==> src/design/polist_pkg.sv <==
// ----------------------------------------------------------------------------
// polist_pkg
// Shared types and constants for the positional ordered list engine.
// ----------------------------------------------------------------------------
package polist_pkg;

  localparam int OPCODE_W = 3;
  localparam int POS_W    = 7;
  localparam int VALUE_W  = 32;

  // request opcodes
  typedef enum logic [OPCODE_W-1:0] {
    OP_APPEND = 3'd0,
    OP_INSERT = 3'd1,
    OP_READ   = 3'd2,
    OP_FIND   = 3'd3,
    OP_DELETE = 3'd4,
    OP_CLEAR  = 3'd5
  } op_t;

  // broadcast command to every cell of the chain
  typedef enum logic [2:0] {
    CELL_NOP,
    CELL_WRITE,   // cell at idx takes value
    CELL_INSERT,  // cell at idx takes value, cells above take left neighbor
    CELL_SHIFT,   // cells at idx and above take right neighbor
    CELL_READ,    // hit marks the cell at idx
    CELL_FIND     // hit marks cells below idx whose data equals value
  } cell_op_t;

  typedef struct packed {
    cell_op_t           op;
    logic [VALUE_W-1:0] value;
  } cell_ctl_t;

  typedef enum logic [1:0] {
    ST_IDLE,
    ST_SHIFT,
    ST_RESOLVE
  } state_t;

endpackage

==> src/design/polist_cell.sv <==
// ----------------------------------------------------------------------------
// polist_cell
// One list slot: holds an entry, shifts with its neighbors, flags hits.
// ----------------------------------------------------------------------------
module polist_cell
  import polist_pkg::*;
#(
  parameter int INDEX = 0,
  parameter int IDX_W = 7
) (
  input  logic               clk,
  input  cell_ctl_t          ctl,
  input  logic [IDX_W-1:0]   idx,
  input  logic [VALUE_W-1:0] left_data,
  input  logic [VALUE_W-1:0] right_data,
  output logic [VALUE_W-1:0] data,
  output logic               hit
);

  localparam logic [IDX_W-1:0] ME = IDX_W'(INDEX);

  always_ff @(posedge clk) begin
    case (ctl.op)
      CELL_WRITE: begin
        if (idx == ME) data <= ctl.value;
      end
      CELL_INSERT: begin
        if (idx == ME) data <= ctl.value;
        else if (ME > idx) data <= left_data;
      end
      CELL_SHIFT: begin
        if (ME >= idx) data <= right_data;
      end
      CELL_READ: begin
        hit <= (idx == ME);
      end
      CELL_FIND: begin
        hit <= (ME < idx) && (data == ctl.value);
      end
      default: begin
      end
    endcase
  end

endmodule

==> config.mk <==
export PLATFORM = sky130hd
export DESIGN_NAME = polist_cell
export DESIGN_NICKNAME = d
export VERILOG_FILES = /design/src/design/polist_pkg.sv /design/src/design/polist_cell.sv
export SDC_FILE = /design/constraint.sdc
export NUM_CORES = 1
export LEC_CHECK = 0
export BUFFER_PORTS_ARGS = -buffer_cell sky130_fd_sc_hd__buf_2
export CORE_MARGIN = 2
export CORE_UTILIZATION = 30
export DETAILED_ROUTE_END_ITERATION = 16
export PLACE_DENSITY = 0.57
export SLEW_MARGIN = 20
export SYNTH_ARGS = -nofsm -noshare
export SYNTH_HDL_FRONTEND = slang
export SYNTH_SLANG_ARGS = --single-unit
==> constraint.sdc <==
create_clock -name clk -period 9.05 [get_ports clk]
set_input_delay 1.81 -clock clk [delete_from_list [all_inputs] [get_ports clk]]
set_output_delay 1.81 -clock clk [all_outputs]
set_load 0.01 [all_outputs]
==> results by group <==
Flow run
  – Max Cap Viol: 0

Synth
  – Largest family of logic cells by synthesized area: compound AO/OA/AOI/OAI gates
  – Post-synth cell types: 24
  – Largest cells by area after synthesis: edfxtp_1 (43%), o22ai_2 (16%), xor2_1 (11%)
  – XOR/XNOR share of the synthesized area: 0.1218
  – Seq cells post-synth: 33
  – Cell taking the most area after synthesis: edfxtp_1
  – Compound-cell area share of the yosys netlist: 0.3377
  – Mux cell area share after synthesis: 0
  – Syn. warnings: 0
  – Fraction of the mapped netlist area in simple logic gates: 0.05764
  – Post-synthesis net count: 308
  – Seq/Total Area, Yosys: 0.4307
  – Synthesized area per cell: 11.45 um^2
  – Adder-cell share of the synthesized area: 0
  – Post-synth top area share: 0.4307
  – Mapped cell area: 2301 um^2
  – Mapped Cells: 201

Cells and area
  – Final core utilization: 0.4245
  – Number of diodes: 0
  – Layout fillers: 734
  – Area grow syn2layout: 35.24%
  – Reg area: 991.0 um^2
  – Multi-input combinational cell area: 1206 um^2
  – Layout cells sized above 1: 0.5452
  – Nets@finish: 439

Power
  – Worst VDD drop: 0.00004615 V
  – Clock Power Share: 0.292
  – Logic pwr share: 0.217
  – Sequential power share: 0.491
  – Int Pwr: 258.6 uW
  – Leakage Power: 0.001269 uW
  – Switching part of the total: 0.2567
  – Power density of the placed cells: 111.8 nW/um^2
  – Switching Power: 89.29 uW

Route
  – WL/cell: 16.96 um
  – Initial DRC count: 110
  – DRC: 0
  – Total number of vias: 2232
  – Antenna-violating nets left: 0
  – Total wire length: 7310 um
  – Pre-antenna DRT Iters: 4
  – Via density: 5.179

Worst setup path
  – Arr. time, crit path: 4.25 ns
  – Critical Path Fanout Max: 35
  – Largest delay share family, worst path: simple AND/OR/NAND/NOR gates
  – Startpoint Class: primary input
  – CP peak stage delay: 0.72 ns
  – CP Class: in -> reg
  – Cell mode on critical path: or4_4
  – Cell chain of the critical path: buf_2 -> or4_4 -> or4_4 -> nor3_4 -> buf_4
  – Critical path's slowest cell: or4_4
  – Buf+Inv Stages, Crit Path: 2
  – Endpoint required time on the critical path: 9.01 ns
  – Setup crit start: idx[3]
  – CP Capture Type: flip-flop
  – Reg2reg start: data[10]

Global route
  – Antenna violations before repair: 0
  – Met2 Track Usage GR: 0.2855
  – Global-route wire length before repair: 11250 um
  – All-Layer GR Usage: 0.1685
  – Most used routing layer: met2
  – Met3 Use GR: 0.03734
  – Vias in the first global route: 2339
  – Largest net degree at the start of global routing: 36
  – Grt total ovfl: 0
  – Grt met1 use: 0.2064

Timing
  – Final Max Slew Viols: 0
  – RSZ-0062 raised after global routing: false
  – Worst Tran Pin Value: 1.048 ns
  – Final period utilization: 0.4740
  – Worst hold slack: 0.7886 ns
  – Hold Fails Final Rpt: 0
  – Fin Setup TNS: 0 ns
  – Setup ws final: 4.760 ns
  – Finish-stage setup viols: 0
  – Worst slew margin: 0.2973
  – Crit path time final: 4.290 ns
  – Maximum clock rate: 0.2331 GHz
  – Final Skew: 0.005304 ns

CTS
  – Post-CTS setup buffers: 0
  – Clock-pin slew on the worst setup and hold paths: 0.06 ns
  – Worst-skew pair later-pin latency: 0.28 ns
  – Total CTS buffers: 5
  – Clk buf depth: 2
  – Clock sink count: 33
  – Post-CTS sizing: 0
  – CTS tree: built
  – Hold buffers post-CTS: 0
  – Clk root buf: clkbuf_8
  – Htree depth: 2

Placement
  – Placement Setup Slack: 4.457 ns
  – DP Wirelength: 5240 um
  – Final GP Congestion: 0.7756
  – Port buffer count: 139

Floorplanning
  – Std cell rows: 31
  – Core area: 7331 um^2
  – Die X: 91.58 um
  – Die ar.: 8386 um^2
  – Starting Density: 0.3139
  – I/O Pins: 140
  – Die H: 91.58 um

Status
  – Status: complete, no violations

Worst hold path
  – Worst min path class: reg -> reg
  – Hold path start: data[18]
[flip-flops by register name, indices dropped and copies added (netlist names)]
| name | flops |
|---|---|
| data | 32 |
| hit | 1 |
[final cells by class]
cell class,count,share of cell area
flip-flops and latches,33,0.3185
clock buffers,6,0.02332
well taps,99,0.03981
inverters,1,0.001206
repair buffers,141,0.2284
clock inverters,1,0.001206
multi-input cells,150,0.3876
[layout by cell type, fill, tap and decap left out, drive strengths merged, types with 6 or more instances in the layout]
cell type,n
buf,141
a21oi,32
xor2,30
clkbuf,6
edfxtp,33
nor4,7
o22ai,64
[synth_stat cells]
library cell and n:
buf_4 3, o22ai_2 29, a21oi_1 32, nor3_1 1, inv_1 1, nor4_1 7, nand3b_1 1, or4_4 2
nand2b_1 1, nand3_1 1, buf_8 3, o41ai_4 1, xnor2_1 2, nor2_1 1, nor3_2 1, xor2_1 30
clkbuf_1 10, o31ai_1 1, o22ai_1 35, buf_6 1, nor2b_1 2, nand2_1 1, edfxtp_1 33, nand4_1 2
[tightest hold or removal path: cells and delay by family (launching register included)]
family / cells / cell delay [ns]
flops: 1 / 0.38
compound gates: 1 / 0.07
xor+xnor: 1 / 0.07
simple gates: 1 / 0.10
[layer usage]
layer / vias to the layer above / part of all wire
li1: 1074 / -
met1: 1047 / 0.43
met2: 96 / 0.48
met3: 15 / 0.069
met4: 0 / 0.025
met5: - / 0
[cells by family (layout without fill, tap and decap cells)]
family	after synthesis	count (layout)
compound gates	98	98
flops	33	33
xor+xnor	32	32
simple gates	20	20
buf+inv	18	149
[power by group through the flow]
stage	Sequential, uW	Combinational (uW)	Clock [uW]
finish	171	75.4	102
global route	171	82.9	112
CTS	171	75.2	104
detailed placement	174	74.9	0
global placement	174	74.0	0
floorplan	174	35.9	0
[path summary, 6_finish.rpt]
kind | cells past startpoint | slack, ns | to
hold reg to reg | 3 | 0.79 | hit
setup reg to reg | 4 | 7.39 | hit
setup / recovery | 5 | 4.76 | data[12]
hold / removal | 3 | 0.79 | hit
[stage by stage]
stage,total power [uW],std cells,cell area [um^2]
3_3_place_gp,248.2,424,3033
3_5_place_dp,249.1,424,3035
5_1_grt,365.8,431,3112
4_1_cts,349.9,431,3112
2_1_floorplan,210.3,201,2301
6_report,347.9,431,3112
Note: power is estimated with default switching activity, not from simulation.
